File: config.mk
export PLATFORM = sky130hd
export DESIGN_NAME = nsfc_judge
export DESIGN_NICKNAME = d
export VERILOG_FILES = /design/src/design/nsfc_pkg.sv /design/src/design/nsfc_judge.sv
export SDC_FILE = /design/constraint.sdc
export NUM_CORES = 1
export LEC_CHECK = 0
export BUFFER_PORTS_ARGS = -buffer_cell sky130_fd_sc_hd__buf_2
export CELL_PAD_IN_SITES_DETAIL_PLACEMENT = 0
export CELL_PAD_IN_SITES_GLOBAL_PLACEMENT = 1
export CORE_AREA = 5 5 134 136
export DETAILED_ROUTE_END_ITERATION = 10
export DIE_AREA = 0 0 139 141
export PLACE_DENSITY = 0.85
export SLEW_MARGIN = 20
export SYNTH_ARGS = -nofsm -noshare
export SYNTH_HDL_FRONTEND = slang
export SYNTH_SLANG_ARGS = --single-unit
File: constraint.sdc
create_clock -name i_clk -period 12.9 [get_ports i_clk]
set_clock_uncertainty 0.15 [all_clocks]
set_input_delay 1.935 -clock i_clk [delete_from_list [all_inputs] [get_ports i_clk]]
set_output_delay 1.935 -clock i_clk [all_outputs]
set_load 0.02 [all_outputs]
File: src/design/nsfc_pkg.sv
// ---------------------------------------------------------------------------
// nsfc_pkg
// Shared constants, types and helper functions for the NMEA sentence framer
// and checksum checker.
// ---------------------------------------------------------------------------
package nsfc_pkg;

    localparam int LINE_MAX   = 128;
    localparam int LINE_CNT_W = $clog2(LINE_MAX);
    localparam int HDR_CHARS  = 5;

    localparam logic [7:0] CH_DOLLAR = 8'h24;
    localparam logic [7:0] CH_STAR   = 8'h2A;
    localparam logic [7:0] CH_CR     = 8'h0D;
    localparam logic [7:0] CH_LF     = 8'h0A;

    localparam logic [23:0] KIND_GGA = 24'h474741;
    localparam logic [23:0] KIND_RMC = 24'h524D43;
    localparam logic [23:0] KIND_GSV = 24'h475356;
    localparam logic [23:0] KIND_ZDA = 24'h5A4441;

    typedef enum logic [1:0] {
        ST_OK       = 2'd0,
        ST_FRAMING  = 2'd1,
        ST_CHECKSUM = 2'd2
    } t_status;

    typedef enum logic [2:0] {
        SK_OTHER = 3'd0,
        SK_GGA   = 3'd1,
        SK_RMC   = 3'd2,
        SK_GSV   = 3'd3,
        SK_ZDA   = 3'd4
    } t_kind;

    typedef logic [LINE_CNT_W-1:0] t_line_cnt;

    // Snapshot of a finished line, handed from the line tracker to the judge
    typedef struct packed {
        logic                         judge;
        logic                         star_seen;
        t_line_cnt                    star_pos;
        t_line_cnt                    line_cnt;
        logic [7:0]                   run_xor;
        logic [7:0]                   hex_val;
        logic [HDR_CHARS-1:0][7:0]    hdr;
    } t_line_end;

    // Returns {is_hex, nibble}
    function automatic logic [4:0] hex_digit(input logic [7:0] c);
        logic [4:0] r;
        r = 5'd0;
        if (c >= 8'h30 && c <= 8'h39) begin
            r = {1'b1, 4'(c - 8'h30)};
        end else if (c >= 8'h41 && c <= 8'h46) begin
            r = {1'b1, 4'(c - 8'h37)};
        end else if (c >= 8'h61 && c <= 8'h66) begin
            r = {1'b1, 4'(c - 8'h57)};
        end
        return r;
    endfunction

endpackage

File: src/design/nsfc_judge.sv
// ---------------------------------------------------------------------------
// nsfc_judge
// Line verdict, sentence classification, wrapping counters and the result
// register.
// ---------------------------------------------------------------------------
module nsfc_judge (
    input  logic                i_clk,
    input  logic                i_rst_n,
    input  nsfc_pkg::t_line_end i_end,
    input  logic                i_out_stall,
    output logic                o_out_valid,
    output logic [1:0]          o_status,
    output logic [2:0]          o_sentence_kind,
    output logic [7:0]          o_talker_first,
    output logic [7:0]          o_talker_second,
    output logic [6:0]          o_payload_length,
    output logic [7:0]          o_computed_sum,
    output logic [7:0]          o_declared_sum,
    output logic [31:0]         o_good_count,
    output logic [31:0]         o_checksum_error_count,
    output logic [31:0]         o_framing_error_count
);
    import nsfc_pkg::*;

    logic         r_valid;
    t_status      r_status, n_status;
    t_kind        r_kind, n_kind;
    logic [7:0]   r_t1, n_t1, r_t2, n_t2;
    logic [6:0]   r_plen, n_plen;
    logic [7:0]   r_csum, n_csum, r_dsum, n_dsum;
    logic [31:0]  r_good, r_cerr, r_ferr;
    logic         w_framing;
    logic [23:0]  w_tag;

    assign w_framing = !i_end.star_seen ||
        (({2'b00, i_end.star_pos} + (LINE_CNT_W+2)'(3)) > {2'b00, i_end.line_cnt});
    assign w_tag = {i_end.hdr[2], i_end.hdr[3], i_end.hdr[4]};

    always_comb begin
        n_status = ST_OK;
        n_kind   = SK_OTHER;
        n_t1     = 8'd0;
        n_t2     = 8'd0;
        n_plen   = 7'd0;
        n_csum   = 8'd0;
        n_dsum   = 8'd0;
        if (w_framing) begin
            n_status = ST_FRAMING;
        end else begin
            n_plen = 7'(i_end.star_pos);
            n_csum = i_end.run_xor;
            n_dsum = i_end.hex_val;
            if (i_end.run_xor != i_end.hex_val) begin
                n_status = ST_CHECKSUM;
            end else if ({1'b0, i_end.star_pos} >= (LINE_CNT_W+1)'(HDR_CHARS)) begin
                n_t1 = i_end.hdr[0];
                n_t2 = i_end.hdr[1];
                case (w_tag)
                    KIND_GGA: n_kind = SK_GGA;
                    KIND_RMC: n_kind = SK_RMC;
                    KIND_GSV: n_kind = SK_GSV;
                    KIND_ZDA: n_kind = SK_ZDA;
                    default:  n_kind = SK_OTHER;
                endcase
            end
        end
    end

    always_ff @(posedge i_clk) begin
        if (!i_rst_n) begin
            r_valid <= 1'b0;
            r_good  <= 32'd0;
            r_cerr  <= 32'd0;
            r_ferr  <= 32'd0;
        end else if (i_end.judge) begin
            r_valid <= 1'b1;
            r_good  <= r_good + ((n_status == ST_OK)       ? 32'd1 : 32'd0);
            r_cerr  <= r_cerr + ((n_status == ST_CHECKSUM) ? 32'd1 : 32'd0);
            r_ferr  <= r_ferr + ((n_status == ST_FRAMING)  ? 32'd1 : 32'd0);
        end else if (!i_out_stall) begin
            r_valid <= 1'b0;
        end
    end

    always_ff @(posedge i_clk) begin
        if (i_end.judge) begin
            r_status <= n_status;
            r_kind   <= n_kind;
            r_t1     <= n_t1;
            r_t2     <= n_t2;
            r_plen   <= n_plen;
            r_csum   <= n_csum;
            r_dsum   <= n_dsum;
        end
    end

    assign o_out_valid            = r_valid;
    assign o_status               = r_status;
    assign o_sentence_kind        = r_kind;
    assign o_talker_first         = r_t1;
    assign o_talker_second        = r_t2;
    assign o_payload_length       = r_plen;
    assign o_computed_sum         = r_csum;
    assign o_declared_sum         = r_dsum;
    assign o_good_count           = r_good;
    assign o_checksum_error_count = r_cerr;
    assign o_framing_error_count  = r_ferr;

endmodule

==> impl_metrics.yaml <==
timing:
  slew_violations: 0
  clock.fmax_mhz: 151
  worst_slew_pin_slew_ns: 0.971
  min_period_ns: 6.62
  finalSetupViolCount: 0
  tns_ns: 0
  post-route-period-util_pct: 51.3
  rsz0062_at_grt: "false"
  hold_ws_ns: 0.322
  hold_violations: 0
  slew_headroom_pct: 35.2
  setup_slack_ns: 6.28
hold_path:
  worstHoldPathType: "reg -> reg"
  min-delay-start: "o_good_count[31]"
  min_delay_worst_endpoint: "o_good_count[31]"
  min_path_cells: 2
worst_setup_path:
  cp.depth: 17
  slowest_delay_ns: 0.84
  r2r_start: "o_checksum_error_count[0]"
  worstSetupEndpointType: "flip-flop"
  reg2regPathDepth: 6
  critPathKind: "in -> reg"
  reg2reg_to: "o_checksum_error_count[28]"
  cp_num_buf_inv: 3
  cp.arrival_ns: 6.81
  rrSetupSlack_ns: 10.13
  cpLargestDelayFamily: "simple AND/OR/NAND/NOR gates"
  cp_slowest_cell: "or4_1"
  worstPathRequired_ns: 13.09
  crit_path_start_kind: "input port"
  crit_top_cell: "ha_1"
  path_cells: "buf_2 > inv_1 > ha_1 > nor2_1 > xor2_1 > ha_1 > and2_1 > a221oi_1 > o221a_2 > inv_1 > a21oi_1 > ha_1 > ha_1 > nand3_1 > or4_1 > or4_1 > a21oi_1"
  path_max_fanout: 25
clock_tree:
  clock_latency_ns: 0.42
  ctsHoldBuffers: 0
  numCtsBuffers: 17
  clock_path_buffers: 2
  cts_setup_buffers: 0
  clk_pin_slew_ns: 0.06
  cts_resized: 0
  htree_levels: 4
  cts.sinks: 141
  cts_tree: "done"
  clock_tree.root_cell: "clkbuf_16"
floorplan:
  die_w_um: 139
  floorplan.die_area_um2: 19600
  core_um2: 16800
  boundaryPins: 216
  num_rows: 48
  start_util_pct: 39.9
  die_h_um: 141
synth:
  synth-seq-cells: 141
  seq_area_frac_synth_pct: 48.6
  synth-edff-count: 44
  syn_area_um2: 6720
  synthCells: 714
  synth-main-ff-cell: "dfxtp_1"
  synth.distinct_cells: 49
  async_reset_ff_share_pct: 0
  synth_nets: 804
  ys_warn_count: 0
  avgSynthCellArea_um2: 9.41
global_routing:
  grt_first_pass_wirelength_um: 29300
  grt_max_degree: 90
  grt_pass1_vias: 5770
  grt-ovfl-total: 0
  grtUsageTotal_pct: 18.2
  antenna_found_initial: 0
layout:
  fin_nets: 1005
  antenna_cells: 0
  fin_util_pct: 50.9
  area_growth_pct: 27.4
  postLayoutCellArea_um2: 8560
  drive_above_1_share_pct: 27.7
  instances_no_fill: 1153
job:
  drv_cap: 0
route:
  num_vias: 6030
  first_pass_iters: 4
  drt-total-wl_um: 17900
  ant_nets: 0
  vias_per_cell: 5.23
  drt-initial-drc-count: 322
  wl_per_cell_um: 15.5
  drc: 0
run_status:
  status: "complete, no violations"
placed_design:
  place_inst: 1121
  dp_hpwl_um: 12900
  dpl_worst_slack_ns: 5.86
  port_buffers: 215
  post_dp_cell_area_um2: 7940
  gp_congestion: 0.885
power_and_ir_drop:
  vdd.ir_drop.worst_mv: 0.0880
  p_per_area_nw_per_um2: 126
  leakage_nw: 3.47
  power_mw: 1.08
-- per-layer routing --
metal  vias to the layer above  part of all wire [%]  GRT usage [%]
li1                       3026                     -              -
met1                      2784                    45           23.2
met2                       198                    45           28.3
met3                        22                   8.8           7.43
met4                         0                   1.6           5.56
met5                         -                     0              0
-- flip-flops by register name (all words and copies together), names as in the netlist --
signal and flops:
o_checksum_error_count 32, o_computed_sum 8, o_declared_sum 8, o_framing_error_count 32
o_good_count 32, o_out_valid 1, o_payload_length 7, o_sentence_kind 3
o_status 2, o_talker_first 8, o_talker_second 8
-- worst min-delay path, delay by kind of cell (launching register included) --
kind,cells,cell delay [ns]
muxes,1,0.05
and+or+nand+nor,1,0.06
DFF,1,0.31
-- cells by family after synthesis --
| family | share of synthesized area, % |
|---|---|
| AND/OR/NAND/NOR | 25.9 |
| flip-flops | 48.6 |
| AO/OA/AOI/OAI | 10.6 |
| buffers and inverters | 4.56 |
| XOR/XNOR | 5.74 |
| adder cells (fa/ha/maj) | 2.79 |
| multiplexers | 1.79 |
-- worst max path at each step --
stage,startpoint,endpoint,slack [ns]
6_report,i_end[63],o_checksum_error_count[28],6.28
4_1_cts,i_end[63],o_checksum_error_count[18],6.29
2_1_floorplan,i_end[63],o_checksum_error_count[18],7.10
3_3_place_gp,i_end[63],o_checksum_error_count[30],6.03
5_1_grt,i_end[63],o_checksum_error_count[18],5.94
3_5_place_dp,i_end[63],o_checksum_error_count[30],5.86
-- area by class of cell --
class | instances | area [um^2]
flip-flops and latches | 141 | 3260
well taps | 225 | 282
clock inverters | 14 | 190
inverters | 42 | 158
clock buffers | 18 | 429
fillers | 1611 | 8260
repair buffers | 217 | 1090
multi-input cells | 496 | 3150
-- synth_stat cells, drive strengths merged (2+ instances only) --
| library cell | instances | area [um^2] |
|---|---|---|
| nor2 | 47 | 176 |
| or4 | 35 | 263 |
| and4b | 2 | 20.0 |
| clkbuf | 25 | 93.8 |
| edfxtp | 44 | 1320 |
| buf | 10 | 55.1 |
| inv | 42 | 158 |
| nand4 | 29 | 194 |
| and2 | 24 | 150 |
| nor3 | 28 | 140 |
| nand3 | 29 | 150 |
| nor4 | 11 | 87.6 |
| dfxtp | 97 | 1940 |
| or3 | 24 | 150 |
| o31ai | 28 | 210 |
| and4 | 8 | 70.1 |
| xor2 | 24 | 210 |
| o41ai | 2 | 17.5 |
| o21ai | 26 | 130 |
| o2111ai | 2 | 17.5 |
| o311ai | 2 | 17.5 |
| nand2b | 7 | 43.8 |
| nor4b | 3 | 26.3 |
| a21oi | 54 | 270 |
| nand2 | 43 | 161 |
| mux2i | 12 | 120 |
| or2 | 2 | 12.5 |
| and3 | 8 | 50.1 |
| xnor2 | 20 | 175 |
| ha | 15 | 188 |
-- power by group --
group	switching (mW)	leakage (nW)	internal, mW
combinational	0.0532	1.97	0.0291
sequential	0.00407	1.20	0.470
clock	0.196	0.291	0.324
total	0.253	3.47	0.823
-- placed cells by master, fill, tap and decap left out, drive strengths merged, types with 29 or more instances in the layout --
cell,n
inv,45
buf,217
a21oi,54
edfxtp,44
nand2,43
nand3,29
dfxtp,97
nor2,47
nand4,29
or4,35
Power figures use the tool's default switching activity.
